### src/point_in_triangle_test_unit_defines.svh
// Assertion macros for the point-in-triangle test unit.
// Each check is sampled on clk and held off while rst_n is low.
`ifndef POINT_IN_TRIANGLE_TEST_UNIT_DEFINES_SVH
`define POINT_IN_TRIANGLE_TEST_UNIT_DEFINES_SVH

`ifndef SYNTH

`define PIT_ASSERT_SAME(label, ante, cons) \
  label: assert property (@(posedge clk) disable iff (!rst_n) (ante) |-> (cons)) \
    else $error("assertion failed");

`define PIT_ASSERT_NEXT(label, ante, cons) \
  label: assert property (@(posedge clk) disable iff (!rst_n) (ante) |=> (cons)) \
    else $error("assertion failed");

`define PIT_ASSERT_DELAY(label, ante, dly, cons) \
  label: assert property (@(posedge clk) disable iff (!rst_n) (ante) |-> ##(dly) (cons)) \
    else $error("assertion failed");

`else

`define PIT_ASSERT_SAME(label, ante, cons)
`define PIT_ASSERT_NEXT(label, ante, cons)
`define PIT_ASSERT_DELAY(label, ante, dly, cons)

`endif

`endif

### src/pit_pkg.sv
package pit_pkg;

  localparam int FIELD_W     = 16;
  localparam int COORD_WIDTH = 16;
  localparam int LIMIT_W     = 64;

  localparam int DIFF_W  = COORD_WIDTH + 1;
  localparam int PROD_W  = 2 * DIFF_W;
  localparam int DOT_W   = PROD_W + 2;
  localparam int SPLIT_W = DOT_W / 2;
  localparam int HI_W    = DOT_W - SPLIT_W;
  localparam int PPL_W   = SPLIT_W + 1 + DOT_W;
  localparam int PPH_W   = HI_W + DOT_W;
  localparam int WIDE_W  = 2 * DOT_W;
  localparam int NUM_W   = WIDE_W + 1;
  localparam int SUM_W   = NUM_W + 2;
  localparam int CMP_W   = (SUM_W > LIMIT_W + 1) ? SUM_W : LIMIT_W + 1;

  // input register to output strobe, in cycles
  localparam int LATENCY = 7;

  localparam int NPROD = 6;

  typedef struct packed {
    logic [FIELD_W-1:0] point_x;
    logic [FIELD_W-1:0] point_y;
    logic [FIELD_W-1:0] point_z;
    logic [FIELD_W-1:0] vert_a_x;
    logic [FIELD_W-1:0] vert_a_y;
    logic [FIELD_W-1:0] vert_a_z;
    logic [FIELD_W-1:0] vert_b_x;
    logic [FIELD_W-1:0] vert_b_y;
    logic [FIELD_W-1:0] vert_b_z;
    logic [FIELD_W-1:0] vert_c_x;
    logic [FIELD_W-1:0] vert_c_y;
    logic [FIELD_W-1:0] vert_c_z;
  } query_t;

  typedef struct packed {
    logic                    valid;
    logic signed [DOT_W-1:0] d00;
    logic signed [DOT_W-1:0] d01;
    logic signed [DOT_W-1:0] d02;
    logic signed [DOT_W-1:0] d11;
    logic signed [DOT_W-1:0] d12;
  } dot_t;

  typedef struct packed {
    logic                    valid;
    logic signed [NUM_W-1:0] den;
    logic signed [NUM_W-1:0] un;
    logic signed [NUM_W-1:0] vn;
  } num_t;

  function automatic logic signed [COORD_WIDTH-1:0] coord(input logic [FIELD_W-1:0] f);
    return COORD_WIDTH'(signed'(f));
  endfunction

endpackage

### src/pit_decide.sv
module pit_decide (
  input  logic                         clk,
  input  logic                         rst_n,
  input  pit_pkg::num_t                num,
  input  logic [pit_pkg::LIMIT_W-1:0]  limit,
  output logic                         res_valid,
  output logic                         res_inside,
  output logic                         res_degen
);

  logic signed [pit_pkg::NUM_W-1:0] den;
  logic signed [pit_pkg::NUM_W-1:0] un;
  logic signed [pit_pkg::NUM_W-1:0] vn;
  logic signed [pit_pkg::SUM_W-1:0] slack;
  logic                             degen_nxt;
  logic                             inside_nxt;
  logic                             valid_r;
  logic                             inside_r;
  logic                             degen_r;

  always_comb begin
    den   = $signed(num.den);
    un    = $signed(num.un);
    vn    = $signed(num.vn);
    slack = pit_pkg::SUM_W'(den) - pit_pkg::SUM_W'(un) - pit_pkg::SUM_W'(vn);
    // unsigned compare is only meaningful for a non-negative denominator
    degen_nxt = den[pit_pkg::NUM_W-1] ||
                (pit_pkg::CMP_W'($unsigned(den)) < pit_pkg::CMP_W'(limit));
    inside_nxt = !degen_nxt && !un[pit_pkg::NUM_W-1] && !vn[pit_pkg::NUM_W-1]
                 && !slack[pit_pkg::SUM_W-1];
  end

  always_ff @(posedge clk) begin
    if (!rst_n) begin
      valid_r <= 1'b0;
    end else begin
      valid_r <= num.valid;
    end
  end

  always_ff @(posedge clk) begin
    inside_r <= inside_nxt;
    degen_r  <= degen_nxt;
  end

  assign res_valid  = valid_r;
  assign res_inside = inside_r;
  assign res_degen  = degen_r;

endmodule

### config.mk
export PLATFORM = sky130hd
export DESIGN_NAME = pit_decide
export DESIGN_NICKNAME = d
export VERILOG_FILES = /design/src/point_in_triangle_test_unit_defines.svh /design/src/pit_pkg.sv /design/src/pit_decide.sv
export SDC_FILE = /design/constraint.sdc
export NUM_CORES = 1
export LEC_CHECK = 0
export BUFFER_PORTS_ARGS = -buffer_cell sky130_fd_sc_hd__buf_2
export CORE_ASPECT_RATIO = 1.4
export CORE_MARGIN = 3
export CORE_UTILIZATION = 41
export CTS_BUF_LIST = sky130_fd_sc_hd__clkbuf_8
export DETAILED_ROUTE_END_ITERATION = 10
export PLACE_DENSITY = 0.75
export RECOVER_POWER = 25
export SYNTH_ARGS = -nofsm -noshare
export SYNTH_HDL_FRONTEND = slang
export SYNTH_SLANG_ARGS = --single-unit
### constraint.sdc
create_clock -name clk -period 6.2 [get_ports clk]
set_input_delay 0.62 -clock clk [delete_from_list [all_inputs] [get_ports clk]]
set_output_delay 0.62 -clock clk [all_outputs]
set_load 0.01 [all_outputs]
# Word-level counts from Yosys, hierarchy flattened

Cells that the tools add are included.

Memory bits (writable): 0
Logic and storage cells: 14
ROM bits: 0
Output and inout bits: 3
Memories: 0
Flip-flop bits (word level): 3
Bits in latches: 0

Shift-type cells: 0
$mul: 0
Mux-type cells: 0
Add/subtract/negate cells: 2
Bitwise gates (word level): 0
Eq/ne operators: 0
$lt $le $gt $ge: 1
Reductions and logical operators: 8
Div/mod/pow operators: 0

Operators with widths:

| cell                                                    | count |
|---|---|
| 74-bit by 73-bit subtractor with 75-bit output          | 1 |
| 73-bit by 73-bit subtractor with 74-bit output          | 1 |
| 73-bit by 64-bit less-than comparator with 1-bit output | 1 |
| 1-bit zero test                                         | 4 |
| 1-bit logical AND                                       | 3 |
| 1-bit logical OR                                        | 1 |

# Logic depth before layout (Yosys ltp)

Depth in word-level cells: 6
Mapped depth: 11
Mapped depth without buffers: 11

# Worst setup path before layout

Ideal clock, no wire load.

Path type: input-to-reg
Start: in num[31] in the netlist's numbering
End: reg inside_r, in the netlist res_inside
Slack: 3.398 ns
Data arrival time: 2.681 ns
Stages: 10
Path buffers: 0
Path through: inv_1 -> fa_1 -> ha_1 -> nand4_2 -> nor3_1 -> or4_1 -> a211oi_2 -> o22a_1 -> nand4_1 -> o311a_1

Cells in the longest elaborated chain, start to end: 3

Ends and longest elaborated chain:

| what                                           | RTL line         | text |
|---|---|---|
| start: declaration                             | pit_decide.sv:4  | `input pit_pkg::num_t num,` |
| 74-bit by 73-bit subtractor with 75-bit output | pit_decide.sv:25 | `slack = pit_pkg::SUM_W'(den) - pit_pkg::SUM_W'(un) - pit_pkg::SUM_W'(vn);` |
| 1-bit zero test                                | pit_decide.sv:30 | `&& !slack[pit_pkg::SUM_W-1];` |
| 1-bit logical AND                              | pit_decide.sv:30 |  |
| net inside_nxt                                 | pit_decide.sv:16 | `logic inside_nxt;` |
| end signal: assignment                         | pit_decide.sv:42 | `inside_r <= inside_nxt;` |
| end: declaration                               | pit_decide.sv:18 | `logic inside_r;` |

The timed path passes the listed nets, and every way through them passes these cells.
A chain may end at the register's enable or synchronous reset.

# Worst setup path in the final report

Same ends and word-level chain as after synthesis.

==> results.md <==
- Run status: completed
- Top area cells in the synthesized netlist: sky130_fd_sc_hd__ha_1, sky130_fd_sc_hd__fa_1, sky130_fd_sc_hd__inv_1, sky130_fd_sc_hd__a21oi_1, sky130_fd_sc_hd__nand4_1
- Aggregate global routing overflow: 0
- Required time at the endpoint of the critical path: ~6.3 ns
- CP Launch Type: input port
- Wire length of the first global-routing pass: approximately 24,000 um
- Synthesis-stage register bit count: 3
- Proportion of power drawn by flip-flops and latches: around 3.4%
- GP Congestion: a little over 0.9
- Final std cell area, no fill: 6970 um2
- Cell type with the largest total area after synthesis: sky130_fd_sc_hd__ha_1
- Internal power component: between 0.3 and 0.4 mW
- Proportion of netlist area held by the largest area contributor: 32.6%
- Sw Ratio: between 40 and 50%
- Synthesized netlist cell count: approximately 660
- Number of different library cells in the post-synthesis netlist: 38
- Worst Setup EP: res_inside
- Kind of end point of the critical path: flop
- Count of antenna diodes in the layout: 0
- Clock network power share: 9.4%
- Share of the clock period used by the worst path after layout: between 40% and 50%
- Clock input transition at the sequential cells of the worst setup and hold paths: approximately 0.030 ns
- Crit path from: num[31]
- Overall fraction of global-route tracks in use: 21.5%
- Buffers on Ports: about 290
- Clk Tree Root Cell: sky130_fd_sc_hd__clkbuf_8
- Number of nets in the layout: ~1,500
- Number of cell rows: 48
- Routed Wire Length: ~16,000 um
- Share of post-route cells with drive strength above 1: between 30 and 40%
- Worst-case clock buffer depth: 2
- Post-synthesis net count: 1,157
- Number of global-route vias before repair: roughly 5,700
- Number of vias per cell: 4.94
- Total CTS buffers: 3
- Average instance area after synthesis: around 8.0 um2
- Pin count of the biggest net entering global routing: 6
- CP max FO: 2
- Post-layout min period: ~2.9 ns
- Maximum clock frequency: between 300 and 400 MHz
- Worst Max-Slew Pin Slew: 0.616 ns
- Die extent in y: roughly 140 um
- Num Clock Sinks: 3
- Hold buffer count at cts: 0
- Worst slew margin: approximately 58%
- Post-synthesis to final-layout area growth: 31.6%
- Initial standard-cell utilization of the core: between 40% and 50%
- Remaining number of nets flagged by the antenna check after routing: 0
- CORE AREA: between 10,000 and 15,000 um2
- DRC violation count after routing: 0
- Final-report hold violation count: 0
- Post-CTS Setup Inserts: 0
- Net switching power figure: between 0.2 and 0.3 mW
- Static Leak: about 4.4 nW
- I/O pin count: around 290
- Final total negative setup slack: 0 ns
- Placement Cell Area: roughly 7000 um2
- Crit path kind: input port to flop
- Hold-critical path depth: 2
- First-iteration detailed-routing DRC count: 86
- Cell Pwr Density: between 80 and 90 nW/um2
- HPWL after detailed placement: about 16,000 um
- Path type of the worst min-delay path: input port to flop
- Worst ir drop on vdd: 0.0821 mV
- Worst slack at placement: about 3 ns
- Number of max-slew violations in the final report: 0
- Level count of the clock H-tree: 1
- Routed length per instance: 14.4 um
- Arrival time of the worst setup path: roughly 3.0 ns
- Share of the yosys chip area belonging to registers: under 10%
- Total of max-cap violations: 0
- Final standard cell count with taps included and fillers excluded: ~1,100
- Placed Instances: approximately 1,100
- Die area: roughly 14,000 um2
- Combinational fraction of design power: 87.2%
- Clock tree from TritonCTS: yes
- Unrepaired setup endpoints after global routing: false
- Detailed-route via count: between 5,000 and 6,000
- Setup slack of the critical path after layout: 3.31 ns
- Count of synthesis-stage warnings from yosys: 0
- Cell area after synthesis: between 5000 and 6000 um2
- Setup-violating endpoint count in the final report: 0
- Antenna violations before repair: 0
- Resize count post-CTS: 0
- DIE WIDTH: around 100 um
- First-pass DRT Iterations: 6
## state kept, by name (all words and copies together), names as in the netlist
| name | cells |
|---|---|
| res_degen | 1 |
| res_inside | 1 |
| res_valid | 1 |
## logic make-up (layout without fill, tap and decap cells)
| group | count (synthesis) | in the layout | synth area share (%) |
|---|---|---|---|
| buffers and inverters | 227 | 519 | 16.1 |
| adder cells (fa/ha/maj) | 209 | 209 | 59.4 |
| AO/OA/AOI/OAI | 112 | 112 | 12.7 |
| AND/OR/NAND/NOR | 111 | 111 | 10.7 |
| flip-flops | 3 | 3 | 1.13 |
## layer usage
metal  wire, um  share of wire (%)  track usage [%]
met1       5390                 34             21.0
met2       8660                 54             43.0
met3       1270                7.9             3.84
met4        634                4.0             8.15
met5          0                  0                0
## worst max-delay path, stage by stage
cell	delay, ns
sky130_fd_sc_hd__buf_2	0.07
sky130_fd_sc_hd__inv_1	0.04
sky130_fd_sc_hd__fa_1	0.48
sky130_fd_sc_hd__ha_1	0.35
sky130_fd_sc_hd__a211oi_2	0.25
sky130_fd_sc_hd__nor2_1	0.07
sky130_fd_sc_hd__or4_1	0.45
sky130_fd_sc_hd__a211oi_2	0.28
sky130_fd_sc_hd__o22a_1	0.17
sky130_fd_sc_hd__nand4_1	0.08
sky130_fd_sc_hd__o311a_1	0.13
## power groups by stage
stage | clock network (mW) | logic [mW] | registers (mW)
floorplan | 0 | 0.326 | 0.0218
global placement | 0 | 0.528 | 0.0212
detailed placement | 0 | 0.544 | 0.0212
CTS | 0.0596 | 0.547 | 0.0209
global route | 0.0608 | 0.628 | 0.0210
finish | 0.0577 | 0.537 | 0.0210
## how the worst min path moves through the flow
stage,from,endpoint,slack (ns)
floorplan,num[219],res_valid,0.74
global placement,num[219],res_valid,0.82
detailed placement,num[219],res_valid,0.83
CTS,num[219],res_valid,0.60
global route,num[219],res_valid,0.62
finish,num[219],res_valid,0.60
## cells in the final DEF (no fill, tap or decap)
master	instances
sky130_fd_sc_hd__nand4_2	1
sky130_fd_sc_hd__a21o_1	9
sky130_fd_sc_hd__a22oi_1	1
sky130_fd_sc_hd__nor3_1	11
sky130_fd_sc_hd__a31oi_1	2
sky130_fd_sc_hd__ha_1	138
sky130_fd_sc_hd__o311a_1	1
sky130_fd_sc_hd__and2_1	1
sky130_fd_sc_hd__a2111oi_0	3
sky130_fd_sc_hd__o22a_1	1
sky130_fd_sc_hd__clkbuf_8	3
sky130_fd_sc_hd__a211oi_2	2
sky130_fd_sc_hd__nand4b_1	1
sky130_fd_sc_hd__a221oi_1	1
sky130_fd_sc_hd__nand2b_1	2
sky130_fd_sc_hd__o21ai_1	3
sky130_fd_sc_hd__nor2_1	19
sky130_fd_sc_hd__and3_1	1
sky130_fd_sc_hd__nor4_1	3
sky130_fd_sc_hd__a211oi_1	6
sky130_fd_sc_hd__o31a_1	1
sky130_fd_sc_hd__and4_1	3
sky130_fd_sc_hd__nand4_1	23
sky130_fd_sc_hd__or2_2	1
sky130_fd_sc_hd__nand3b_1	1
sky130_fd_sc_hd__a221o_1	1
sky130_fd_sc_hd__dfxtp_1	3
sky130_fd_sc_hd__o21a_1	1
sky130_fd_sc_hd__nand2_1	27
sky130_fd_sc_hd__nand3_1	14
sky130_fd_sc_hd__o211ai_1	2
sky130_fd_sc_hd__or4_1	1
sky130_fd_sc_hd__nor2b_1	2
sky130_fd_sc_hd__o21ai_0	25
sky130_fd_sc_hd__a21oi_1	51
sky130_fd_sc_hd__a2111oi_2	1
sky130_fd_sc_hd__a22o_1	1
sky130_fd_sc_hd__buf_2	288
sky130_fd_sc_hd__fa_1	71
sky130_fd_sc_hd__inv_1	228
## Yosys cell counts (all sizes together)
cell / n
a2111oi: 4
and4: 3
nor2b: 2
nand3b: 1
nand3: 14
and3: 1
and2: 1
o22a: 1
a21o: 9
o211ai: 2
dfxtp: 3
nand2: 27
or4: 1
fa: 71
nand4b: 1
a22oi: 1
o21ai: 28
nor3: 11
a31oi: 2
nor4: 3
a22o: 1
or2: 1
inv: 227
nand2b: 2
o31a: 1
o21a: 1
a211oi: 8
a221oi: 1
nor2: 19
nand4: 24
ha: 138
a221o: 1
a21oi: 51
o311a: 1
## metrics by stage
stage	hold WS (ns)	total power [mW]	utilization, %
6_report	0.599	0.615	55.8
3_3_place_gp	0.819	0.549	55.5
2_1_floorplan	0.742	0.347	-
4_1_cts	0.601	0.628	55.8
3_5_place_dp	0.830	0.565	55.5
5_1_grt	0.617	0.710	55.8
## area by class of cell
cell class / instances / area, um2
Clock buffer: 3 / 41.3
Clock inverter: 1 / 3.75
Fill cell: 1192 / 5520
Inverter: 227 / 852
Multi-Input combinational cell: 432 / 4390
Sequential cell: 3 / 60.1
Tap cell: 150 / 188
Timing Repair Buffer: 288 / 1440
(Power assumes the default switching activity.)
